<file path="src/rtl/core/cdq_pkg.sv">
// Shared types and constants for the circular deque.
// Used by cdq_cell and circular_deque; no dependencies.
package cdq_pkg;

   localparam int DEPTH      = 8;
   localparam int DATA_WIDTH = 32;
   localparam int CNT_W      = $clog2(DEPTH + 1);

   typedef enum logic [2:0] {
      OP_PUSH_FRONT = 3'd0,
      OP_PUSH_REAR  = 3'd1,
      OP_POP_FRONT  = 3'd2,
      OP_POP_REAR   = 3'd3,
      OP_PEEK_FRONT = 3'd4,
      OP_PEEK_REAR  = 3'd5
   } op_type;

   typedef enum logic [1:0] {
      ST_OK    = 2'd0,
      ST_FULL  = 2'd1,
      ST_EMPTY = 2'd2
   } status_type;

   typedef enum logic [1:0] {
      CELL_HOLD,
      CELL_FROM_PREV,
      CELL_FROM_NEXT,
      CELL_LOAD
   } cell_op_type;

   typedef logic [DATA_WIDTH-1:0] word_type;

   function automatic word_type to_word(logic [31:0] v);
      logic [63:0] t;
      t = 64'(v);
      return t[DATA_WIDTH-1:0];
   endfunction

   function automatic logic [31:0] to_out(word_type w);
      logic [63:0] t;
      t = 64'(w);
      return t[31:0];
   endfunction

endpackage

</file>
<file path="src/rtl/core/cdq_cell.sv">
// One deque slot: holds a word and takes it from a neighbor or the request.
// Depends on cdq_pkg.
module cdq_cell
   import cdq_pkg::*;
(
   input  logic        clock,
   input  cell_op_type op,
   input  word_type    prev_data,
   input  word_type    next_data,
   input  word_type    load_data,
   output word_type    data_out
);

   word_type data_ff;
   word_type data_in;

   always_comb begin
      unique case (op)
         CELL_HOLD:      data_in = data_ff;
         CELL_FROM_PREV: data_in = prev_data;
         CELL_FROM_NEXT: data_in = next_data;
         CELL_LOAD:      data_in = load_data;
         default:        data_in = data_ff;
      endcase
   end

   always_ff @(posedge clock) begin
      data_ff <= data_in;
   end

   assign data_out = data_ff;

endmodule

</file>
<file path="src/rtl/core/circular_deque.sv">
// Circular deque top level: a row of cdq_cell slots, front entry in cell 0.
// Depends on cdq_pkg and cdq_cell.
// A request's response is registered and is valid in the cycle after acceptance.
// Throughput: one request per cycle unless a response stalls; cells shift or load on accept.
// Reset clears the entry count and the response valid; cell contents are not cleared.
module circular_deque
   import cdq_pkg::*;
(
   input  logic               clock,
   input  logic               reset,
   input  logic               req_valid,
   output logic               req_ready,
   input  logic [2:0]         req_opcode,
   input  logic signed [31:0] req_value_in,
   output logic               rsp_valid,
   input  logic               rsp_ready,
   output logic [1:0]         rsp_status,
   output logic signed [31:0] rsp_value_out,
   output logic               rsp_is_empty,
   output logic               rsp_is_full
);

   logic [CNT_W-1:0] count_ff, count_in;
   logic             rsp_valid_ff, rsp_valid_in;
   status_type       status_ff, status_in;
   logic [31:0]      value_ff, value_in;
   logic             empty_ff, full_ff;

   cell_op_type      cell_op [DEPTH];
   word_type         cell_data [DEPTH];
   word_type         push_word;
   word_type         rear_word;
   logic [CNT_W-1:0] rear_idx;
   logic             accept;
   logic             is_empty, is_full;

   assign push_word = to_word(req_value_in);
   assign req_ready = !rsp_valid_ff || rsp_ready;
   assign accept    = req_valid && req_ready;
   assign is_empty  = (count_ff == '0);
   assign is_full   = (count_ff == CNT_W'(DEPTH));
   assign rear_idx  = count_ff - CNT_W'(1);

   for (genvar i = 0; i < DEPTH; i++) begin : g_cell
      word_type prev_d, next_d;
      if (i == 0) begin : g_first
         assign prev_d = push_word;
      end else begin : g_mid
         assign prev_d = cell_data[i-1];
      end
      if (i == DEPTH - 1) begin : g_last
         assign next_d = cell_data[i];
      end else begin : g_inner
         assign next_d = cell_data[i+1];
      end
      cdq_cell u_cell (
         .clock     (clock),
         .op        (cell_op[i]),
         .prev_data (prev_d),
         .next_data (next_d),
         .load_data (push_word),
         .data_out  (cell_data[i])
      );
   end

   always_comb begin
      rear_word = cell_data[0];
      for (int i = 0; i < DEPTH; i++) begin
         if (CNT_W'(i) == rear_idx) rear_word = cell_data[i];
      end
   end

   always_comb begin
      for (int i = 0; i < DEPTH; i++) cell_op[i] = CELL_HOLD;
      count_in     = count_ff;
      status_in    = status_ff;
      value_in     = value_ff;
      rsp_valid_in = rsp_valid_ff && !rsp_ready;
      if (accept) begin
         rsp_valid_in = 1'b1;
         status_in    = ST_OK;
         value_in     = '0;
         unique case (req_opcode)
            OP_PUSH_FRONT: begin
               if (is_full) begin
                  status_in = ST_FULL;
               end else begin
                  for (int i = 0; i < DEPTH; i++) cell_op[i] = CELL_FROM_PREV;
                  count_in = count_ff + CNT_W'(1);
               end
            end
            OP_PUSH_REAR: begin
               if (is_full) begin
                  status_in = ST_FULL;
               end else begin
                  for (int i = 0; i < DEPTH; i++) begin
                     if (CNT_W'(i) == count_ff) cell_op[i] = CELL_LOAD;
                  end
                  count_in = count_ff + CNT_W'(1);
               end
            end
            OP_POP_FRONT, OP_PEEK_FRONT: begin
               if (is_empty) begin
                  status_in = ST_EMPTY;
               end else begin
                  value_in = to_out(cell_data[0]);
                  if (req_opcode == OP_POP_FRONT) begin
                     for (int i = 0; i < DEPTH; i++) cell_op[i] = CELL_FROM_NEXT;
                     count_in = count_ff - CNT_W'(1);
                  end
               end
            end
            OP_POP_REAR, OP_PEEK_REAR: begin
               if (is_empty) begin
                  status_in = ST_EMPTY;
               end else begin
                  value_in = to_out(rear_word);
                  if (req_opcode == OP_POP_REAR) count_in = count_ff - CNT_W'(1);
               end
            end
            default: ;
         endcase
      end
   end

   always_ff @(posedge clock) begin
      if (reset) begin
         count_ff     <= '0;
         rsp_valid_ff <= 1'b0;
      end else begin
         count_ff     <= count_in;
         rsp_valid_ff <= rsp_valid_in;
      end
      status_ff <= status_in;
      value_ff  <= value_in;
      if (accept) begin
         empty_ff <= (count_in == '0);
         full_ff  <= (count_in == CNT_W'(DEPTH));
      end
   end

   assign rsp_valid     = rsp_valid_ff;
   assign rsp_status    = status_ff;
   assign rsp_value_out = value_ff;
   assign rsp_is_empty  = empty_ff;
   assign rsp_is_full   = full_ff;

   a_count_range: assert property (@(posedge clock) disable iff (reset)
      count_ff <= CNT_W'(DEPTH))
      else $error("entry count above depth");

   a_push_grows: assert property (@(posedge clock) disable iff (reset)
      accept && (req_opcode == OP_PUSH_FRONT || req_opcode == OP_PUSH_REAR) && !is_full
      |=> count_ff == $past(count_ff) + CNT_W'(1))
      else $error("push did not grow count");

   a_accept_resp: assert property (@(posedge clock) disable iff (reset)
      accept |=> rsp_valid)
      else $error("accepted request gave no response");

   a_full_flag: assert property (@(posedge clock) disable iff (reset)
      rsp_valid && rsp_status == ST_FULL |-> rsp_is_full)
      else $error("full status without full flag");

endmodule
</file>
<file path="config.mk">
export PLATFORM = sky130hd
export DESIGN_NAME = circular_deque
export DESIGN_NICKNAME = d
export VERILOG_FILES = /design/src/rtl/core/cdq_pkg.sv /design/src/rtl/core/cdq_cell.sv /design/src/rtl/core/circular_deque.sv
export SDC_FILE = /design/constraint.sdc
export NUM_CORES = 1
export LEC_CHECK = 0
export ABC_AREA = 1
export BUFFER_PORTS_ARGS = -buffer_cell sky130_fd_sc_hd__buf_2
export CORE_UTILIZATION = 35
export DETAILED_ROUTE_END_ITERATION = 6
export PLACE_DENSITY = 0.48
export SLEW_MARGIN = 20
export SYNTH_ARGS = -nofsm -noshare
export SYNTH_HDL_FRONTEND = slang
export SYNTH_SLANG_ARGS = --single-unit
export TNS_END_PERCENT = 1
</file>
<file path="constraint.sdc">
create_clock -name clock -period 8.5 [get_ports clock]
set_input_delay 0.425 -clock clock [delete_from_list [all_inputs] [get_ports clock]]
set_output_delay 0.425 -clock clock [all_outputs]
set_load 0.05 [all_outputs]
</file>
* Yosys cells after proc, flatten, opt, wreduce, memory -nomap -nowiden
Index checks and enable logic that the tools add are counted. Widths: inputs -> output; s select.
Cells by class: add/subtract/negate cells 2, equal/unequal tests 45, mux-type cells 43, reduce and logical (&&, ||, !) cells 22
Operator list (number):
- $pmux 32 s3 | 6
- $mux 32 | 9
- $pmux 32 s2 | 3
- $mux 16 | 4
- $pmux 16 s3 | 1
- $eq 2x2->1 const B | 16
- $eq 3x4->1 const A | 8
- $mux 4 | 6
- $mux 2 | 9
- $eq 2x1->1 const B | 8
- $eq 2x4->1 const A | 4
- $logic_not 2->1 | 8
- $mux 15 | 1
- $pmux 4 s3 | 1
- $reduce_or 2->1 | 5
- $eq 1x4->1 const A | 2
- $eq 4x4->1 const B | 2
- $logic_not 4->1 | 2
- $eq 3x2->1 const B | 2
- $eq 3x3->1 const B | 2
- $add 4x1->4 const B | 1
- $pmux 2 s2 | 1
- $reduce_or 4->1 | 1
- $sub 4x1->4 const B | 1
- other kinds (6) | 9
Storage, ports and cells: flip-flop bits (word level) 297, word-level logic and storage cells 126

* Depth between registers and ports, before layout
Gate-level depths: netlist (run 1).
depth after elaboration 11, gate-level depth with buffers 17, mapped depth without buffers 16

* Hierarchy
Synthesis (run 1) repeated with hierarchy kept, for this count alone.
Unflattened totals: cells, all modules 2468, area total of the unflattened synthesis 19542.5 um2
By module, submodules not included:
- cdq_cell | instances 8, cells each 180, area an instance 1732.9 um2, sequential area each 960.9 um2
- circular_deque | instances 1, cells each 1028, area an instance 5679.2 um2, sequential area each 1181.1 um2

* Worst setup path before layout (run 1)
OpenSTA, ideal clock, no wires.
path kind flip-flop to flip-flop, start point register rsp_valid_ff, in the netlist rsp_valid, end point register g_cell[3].u_cell.data_ff[0] (enable), arrival time 3.763 ns, required time 8.034 ns, slack 4.271 ns, cell stages (with the launch flop) 6, path buffers 0, period minus slack after synthesis 4.229 ns, cell sequence dfxtp_1 -> nand2_1 -> nand2_1 -> a21oi_1 -> inv_1 -> o21ai_0
On the way: cells in the longest elaborated chain, start to end 5
RTL lines:
- start: declaration | RTL line circular_deque.sv:24 | logic rsp_valid_ff, rsp_valid_in;
- start signal: assignment | RTL line circular_deque.sv:132 | rsp_valid_ff <= rsp_valid_in;
- $logic_not 1->1 | RTL line circular_deque.sv:38 | assign req_ready = !rsp_valid_ff || rsp_ready;
- $logic_or 1x1->1 | RTL line circular_deque.sv:38
- via req_ready | RTL line circular_deque.sv:12 | output logic req_ready,
- $logic_and 1x1->1 | RTL line circular_deque.sv:39 | assign accept = req_valid && req_ready;
- $mux 16 | RTL line circular_deque.sv:79 | if (accept) begin
- $logic_not 2->1 | RTL line cdq_cell.sv:18 | unique case (op)
- end signal: assignment | RTL line cdq_cell.sv:28 | data_ff <= data_in;
- end: declaration | RTL line cdq_cell.sv:14 | word_type data_ff;
The timed path passes the listed nets, and every way through them passes these cells. A chain may end at the register's enable or synchronous reset.

* Worst setup path in the final report (run 1)
start point register count_ff[1], end point register g_cell[4].u_cell.data_ff[23] (data pin)
On the way: cells in the longest elaborated chain, start to end 7, elaborated cells between the ends (all ways) 13
RTL lines:
- start: declaration | RTL line circular_deque.sv:23 | logic [CNT_W-1:0] count_ff, count_in;
- start signal: assignment | RTL line circular_deque.sv:131 | count_ff <= count_in;
- $eq 3x4->1 | RTL line circular_deque.sv:97 | if (CNT_W'(i) == count_ff) cell_op[i] = CELL_LOAD;
- $mux 2 | RTL line circular_deque.sv:97
- $mux 16 | RTL line circular_deque.sv:93 | if (is_full) begin
- $pmux 16 s3 * | RTL line circular_deque.sv:83 | unique case (req_opcode)
- $mux 16 * | RTL line circular_deque.sv:79
- $eq 2x2->1 or $eq 2x1->1 (tied branches) | RTL line cdq_cell.sv:18
- $pmux 32 s3 * | RTL line cdq_cell.sv:18
- via g_cell[4].u_cell.data_in[23] | RTL line cdq_cell.sv:15 | word_type data_in;
- end signal: assignment | RTL line cdq_cell.sv:28
- end: declaration | RTL line cdq_cell.sv:14
The timed path passes the listed nets; every way through them passes the cells marked *.

==> results of run 1 <==
## power by group through the flow
stage | sequential [µW] | clock (µW) | combinational, µW
2_1_floorplan | 1780 | 0 | 286
3_3_place_gp | 1730 | 0 | 491
3_5_place_dp | 1730 | 0 | 497
4_1_cts | 1700 | 1560 | 499
5_1_grt | 1710 | 1610 | 551
6_report | 1700 | 1520 | 499
## worst max path at each step
stage / depth (start not counted) / slack [ns] / endpoint / from
2_1_floorplan: 5 / 4.27 / g_cell[3].u_cell.data_out[0]$_DFFE_PP_ / rsp_valid$_SDFF_PP0_
3_3_place_gp: 13 / 4.13 / g_cell[4].u_cell.data_out[28]$_DFFE_PP_ / count_ff[0]$_SDFF_PP0_
3_5_place_dp: 13 / 3.93 / g_cell[4].u_cell.data_out[22]$_DFFE_PP_ / count_ff[0]$_SDFF_PP0_
4_1_cts: 13 / 3.89 / g_cell[4].u_cell.data_out[22]$_DFFE_PP_ / count_ff[0]$_SDFF_PP0_
5_1_grt: 13 / 3.66 / g_cell[1].u_cell.data_out[2]$_DFFE_PP_ / count_ff[1]$_SDFF_PP0_
6_report: 13 / 3.95 / g_cell[4].u_cell.data_out[23]$_DFFE_PP_ / count_ff[1]$_SDFF_PP0_
## state kept, by name, summed over array words and instances, names as in the netlist
register and cells:
rsp_status 2, count_ff 4, rsp_is_full 1, rsp_value_out 32
rsp_is_empty 1, rsp_valid 1, g_cell.u_cell.data_out 256
## per-layer routing
layer | wire length (µm) | share of wire [%] | vias to the layer above
li1 | - | - | 6961
met3 | 3440 | 5.9 | 65
met1 | 26600 | 46 | 7144
met5 | 0 | 0 | -
met2 | 27100 | 47 | 468
met4 | 1130 | 1.9 | 0
## Yosys cell counts (all sizes together)
cell,number,area share (%)
buf,60,2.0
o221ai,99,5.1
a31oi,5,0.18
nor2,27,0.86
clkbuf,69,1.5
inv,346,7.6
o32ai,1,0.051
o211ai,94,4.1
ha,6,0.44
o21ai,198,5.8
nand4,32,1.2
nand3,147,4.5
xor2,2,0.10
nor3,1,0.029
dfxtp,5,0.58
a211oi,1,0.044
nand2,649,14
a21oi,6,0.26
o22ai,2,0.073
edfxtp,292,51
## cell families after synthesis
family / after synthesis / share of synthesized area (%)
AO/OA/AOI/OAI: 406 / 15.6
XOR/XNOR: 2 / 0.102
adder cells (fa/ha/maj): 6 / 0.438
buffers and inverters: 475 / 11.1
flip-flops: 297 / 51.8
AND/OR/NAND/NOR: 856 / 21.0
## per-stage QoR
stage / setup WS (ns) / utilization (%)
floorplan: 4.27 / -
global placement: 4.13 / 37.5
detailed placement: 3.93 / 37.5
CTS: 3.89 / 39.9
global route: 3.66 / 39.9
finish: 3.95 / 39.9
## critical path: cells and delay by family (launching register included)
| family | cells | cell delay (ns) |
|---|---|---|
| AO/OA/AOI/OAI | 1 | 0.13 |
| adder cells (fa/ha/maj) | 1 | 0.25 |
| AND/OR/NAND/NOR | 6 | 1.68 |
| buffers and inverters | 5 | 1.78 |
| flip-flops | 1 | 0.47 |
## area by class of cell
cell class	instances	area [µm²]
Sequential cell	297	8870
Tap cell	615	769
Clock buffer	46	1000
Timing Repair Buffer	105	626
Clock inverter	22	131
Fill cell	4878	28900
Multi-Input combinational cell	1270	6490
Inverter	346	1300
==> impl_metrics.json, run 1 <==
{
  "status": "finished, final reports clean",
  "seqPwrFrac_pct": 45.8,
  "cts_root_buf": "clkbuf_16",
  "fin_cells": 2701,
  "cts_tree": "done",
  "combPwrFrac_pct": 13.4,
  "die_w_um": 223,
  "crit_path_max_incr_delay_ns": 0.76,
  "final_common_cell": "nand2_1",
  "min_from": "reset",
  "reg2reg_slack_ns": 3.95,
  "cts_sinks": 297,
  "grt_usage_pct": 23.5,
  "timing.critical_path.slowest_stage_cell": "nand2_2",
  "wl_per_cell_um": 21.6,
  "crit_path_cell_trace": "inv_1 > ha_1 > nand2_2 > inv_2 > nor2_2 > inv_2 > nand2_2 > nand2_4 > nor2_8 > buf_4 > buf_4 > nand2_1 > o211ai_1",
  "cp-start-kind": "register",
  "postPlaceCellArea_um2": 18000,
  "syn_inst": 2042,
  "insertion_delay_ns": 0.56,
  "grt_util_met3_pct": 3.02,
  "ys_seq_area_share_pct": 51.8,
  "power_uw": 3720,
  "slew-limit-headroom_pct": 20.5,
  "finalMaxSlewViolations": 0,
  "via_per_inst": 5.42,
  "grt_pass1_wl_um": 88900,
  "antenna_found_initial": 0,
  "area_delta_synth_final_pct": 12.0,
  "cts_buffer_depth": 3,
  "synth_warnings": 0,
  "antenna_left": 0,
  "clockPowerShare_pct": 40.8,
  "power.switching_uw": 1060,
  "drv_cap": 0,
  "rr_startpoint": "count_ff[1]$_SDFF_PP0_",
  "rsz0062_at_grt": "false",
  "cts_hold_buffers": 0,
  "die_y_um": 223,
  "initial_core_util_pct": 35.7,
  "reg2reg_depth": 13,
  "timing.rr.end": "g_cell[4].u_cell.data_out[23]$_DFFE_PP_",
  "grt_pass1_vias": 14300,
  "grt-busiest-layer": "met2",
  "yosys.cell_types.count": 33,
  "power.density_nw_per_um2": 194,
  "grt_max_degree": 86,
  "gp_congestion": 0.793,
  "tightest_slew_ns": 1.19,
  "cp.required_ns": 8.87,
  "drc_errors": 0,
  "cp-end-kind": "register",
  "critPathKind": "register to register",
  "p_sw_share_pct": 28.5,
  "cts_resized": 0,
  "worst_hold_slack_ns": 0.0826,
  "whs_path_depth": 2,
  "core-area_um2": 48000,
  "grt.met1_usage_pct": 32.8,
  "num_antenna_cells": 0,
  "rows": 80,
  "final_area_um2": 19200,
  "setup_viol": 0,
  "wl_um": 58300,
  "final.setup.tns_ns": 0,
  "fmax_mhz": 220,
  "skew_ns": 0.0217,
  "cts_max_level": 2,
  "drtIter0Drc": 1274,
  "place.port_buffers": 76,
  "dp.cells": 2631,
  "num_vias": 14600,
  "p_int_uw": 2660,
  "ir_worst_vdd_mv": 0.111,
  "drive_gt1_share_pct": 9.83,
  "grt_overflow": 0,
  "detailed_place_hpwl_um": 32200,
  "holdPathEnd": "rsp_valid$_SDFF_PP0_",
  "layout_common_cells": "nand2_1 (635), inv_1 (335), edfxtp_1 (292)",
  "dieArea_um2": 49800,
  "hold_viol": 0,
  "synthesis.area_um2": 17100,
  "clkSlewWorstSetupHoldPaths_ns": 0.06,
  "drt_pass1_iterations": 5,
  "min_period_ns": 4.55,
  "cts_made_buffers": 37,
  "synth_nets": 2087,
  "arrival_ns": 4.93,
  "io_pins": 77,
  "hp-class": "input port to register",
  "nets": 2102,
  "synth-seq-cells": 297,
  "cts_setup_buffers": 0,
  "synth_area_per_cell_um2": 8.39,
  "cp_max_fo": 49,
  "finalCritPeriodShare_pct": 53.6,
  "met2_usage_pct": 38.4,
  "p_leak_uw": 0.00832
}
Note: power is estimated with default switching activity, not from simulation.
==> run 2, diff against run 1 <==
- PLACE_DENSITY: 0.48 -> 0.5
- clock period: 8.5 -> 4.1 ns (I/O delays scaled with it)
==> run 2 against run 1 <==
Against the previous run: via count up 0.80%; die area unchanged; setup slack worse by 3.1 ns; flip-flop and latch count unchanged; critical endpoint is now g_cell[6].u_cell.data_out[22]$_DFFE_PP_; critical path depth down 6; sequential power up 110%; core utilization up 0.40 points.
==> impl_metrics.json, run 2 (synthesis gave the netlist of run 1 again) <==
{
  "num_antenna_cells": 0,
  "io_pins": 77,
  "min_from": "req_value_in[12]",
  "fillCellCount": 4889,
  "setup_viol": 0,
  "critPathKind": "register to register",
  "cts_made_buffers": 39,
  "worst_hold_slack_ns": 0.108,
  "finalCritPeriodShare_pct": 78.4,
  "final_common_cell": "nand2_1",
  "cp-startpoint": "rsp_valid$_SDFF_PP0_",
  "final.setup.tns_ns": 0,
  "layout_common_cells": "nand2_1 (635), inv_1 (336), edfxtp_1 (292)",
  "via_per_inst": 5.41,
  "num_vias": 14800,
  "power.density_nw_per_um2": 400,
  "die_w_um": 223,
  "hp-class": "input port to register",
  "cp.required_ns": 4.48,
  "rr_startpoint": "rsp_valid$_SDFF_PP0_",
  "largest_reg_flops": 256,
  "fin_cells": 2725,
  "cts_sinks": 297,
  "drive_gt1_share_pct": 10.6,
  "drc_errors": 0,
  "fin_util_pct": 40.3,
  "grt_max_degree": 100,
  "cp_max_fo": 43,
  "die_y_um": 223,
  "cp-start-kind": "register",
  "multi_input_area_um2": 6480,
  "cts_root_buf": "clkbuf_16",
  "detailed_place_hpwl_um": 33700,
  "antenna_left": 0,
  "place.port_buffers": 76,
  "min_period_ns": 3.21,
  "p_leak_uw": 0.00844,
  "drtIter0Drc": 1464,
  "gp_congestion": 0.817,
  "rows": 80,
  "initial_core_util_pct": 35.7,
  "grt_pass1_wl_um": 89700,
  "ir_worst_vdd_mv": 0.263,
  "dp.cells": 2654,
  "wl_per_cell_um": 21.4,
  "dieArea_um2": 49800,
  "slew-limit-headroom_pct": 33.2,
  "drv_cap": 0,
  "hold_viol": 0,
  "arrival_ns": 3.60,
  "wl_um": 58300,
  "grt_pass1_vias": 14400,
  "drt_pass1_iterations": 6,
  "cts_setup_buffers": 0,
  "grt_usage_pct": 23.8,
  "rsz0062_at_grt": "false",
  "cts_max_level": 2,
  "fmax_mhz": 311,
  "insertion_delay_ns": 0.56,
  "cts_buffer_depth": 3,
  "skew_ns": 0.0117,
  "nets": 2128,
  "area_delta_synth_final_pct": 13.2,
  "tightest_slew_ns": 1.00,
  "grt_overflow": 0,
  "cp-end-kind": "register",
  "status": "finished, final reports clean",
  "core-area_um2": 48000,
  "finalMaxSlewViolations": 0,
  "regArea_um2": 8870,
  "cts_tree": "done",
  "clkSlewWorstSetupHoldPaths_ns": 0.06,
  "antenna_found_initial": 0
}
-- run 2: cell count changes in the layout (fill, tap and decap cells not counted), moves of 2 or more --
cell           delta
clkbuf_1         +10
buf_12            +4
nand3_2           -2
clkinv_1          -9
clkinvlp_4        -2
dlygate4sd3_1     +3
nor2_4            -3
buf_4            +19
nor2_2            +3
-- run 2: power by group --
group          internal (µW)  total [µW]  switching (µW)  leakage, µW
sequential              3470        3540            64.0      0.00273
combinational            265        1050             782      0.00515
clock                   1820        3170            1340     0.000554
total                   5560        7750            2190      0.00844
-- run 2: layout make-up --
type / instances / share of cell area [%]
flip-flops and latches: 297 / 45.8
multi-input cells: 1270 / 33.4
inverters: 346 / 6.71
clock buffers: 56 / 5.36
repair buffers: 129 / 4.31
well taps: 615 / 3.97
clock inverters: 12 / 0.465
-- run 2: worst max-delay path, cell delays in order, from the launching register on --
cell and delay (ns):
dfxtp_1 0.31, nand2_1 0.10, nand2_1 0.42, inv_2 0.22, buf_4 0.61, nand3_2 0.65, buf_4 0.48, o211ai_1 0.23
-- run 2: metal layers --
metal | vias to the layer above | part of all wire [%] | GRT usage, %
li1 | 6999 | - | -
met3 | 85 | 7.4 | 3.65
met4 | 0 | 2.1 | 5.92
met5 | - | 0 | 0
met2 | 584 | 46 | 39.5
met1 | 7087 | 44 | 32.4
-- run 2: what timing repair did --
action,CTS,global route
hold buffers,3,0
endpoints found under the setup margin,0,0
endpoints found under the hold margin,5,0
gates resized for setup,0,0
-- run 2: worst paths after layout --
check                                            end  slack, ns  cells past startpoint
min          g_cell[7].u_cell.data_out[12]$_DFFE_PN_       0.11                      3
min reg2reg  g_cell[7].u_cell.data_out[30]$_DFFE_PN_       0.55                      2
max          g_cell[6].u_cell.data_out[22]$_DFFE_PP_       0.89                      7
max reg2reg  g_cell[6].u_cell.data_out[22]$_DFFE_PP_       0.89                      7
-- run 2: per-stage QoR --
step | area, µm² | setup WS (ns) | power (µW)
6_report | 19400 | 0.887 | 7750
5_1_grt | 19400 | 0.644 | 8040
4_1_cts | 19400 | 0.517 | 7830
3_5_place_dp | 18200 | 0.517 | 4640
2_1_floorplan | 17100 | 0.461 | 4290
3_3_place_gp | 18200 | 0.617 | 4630
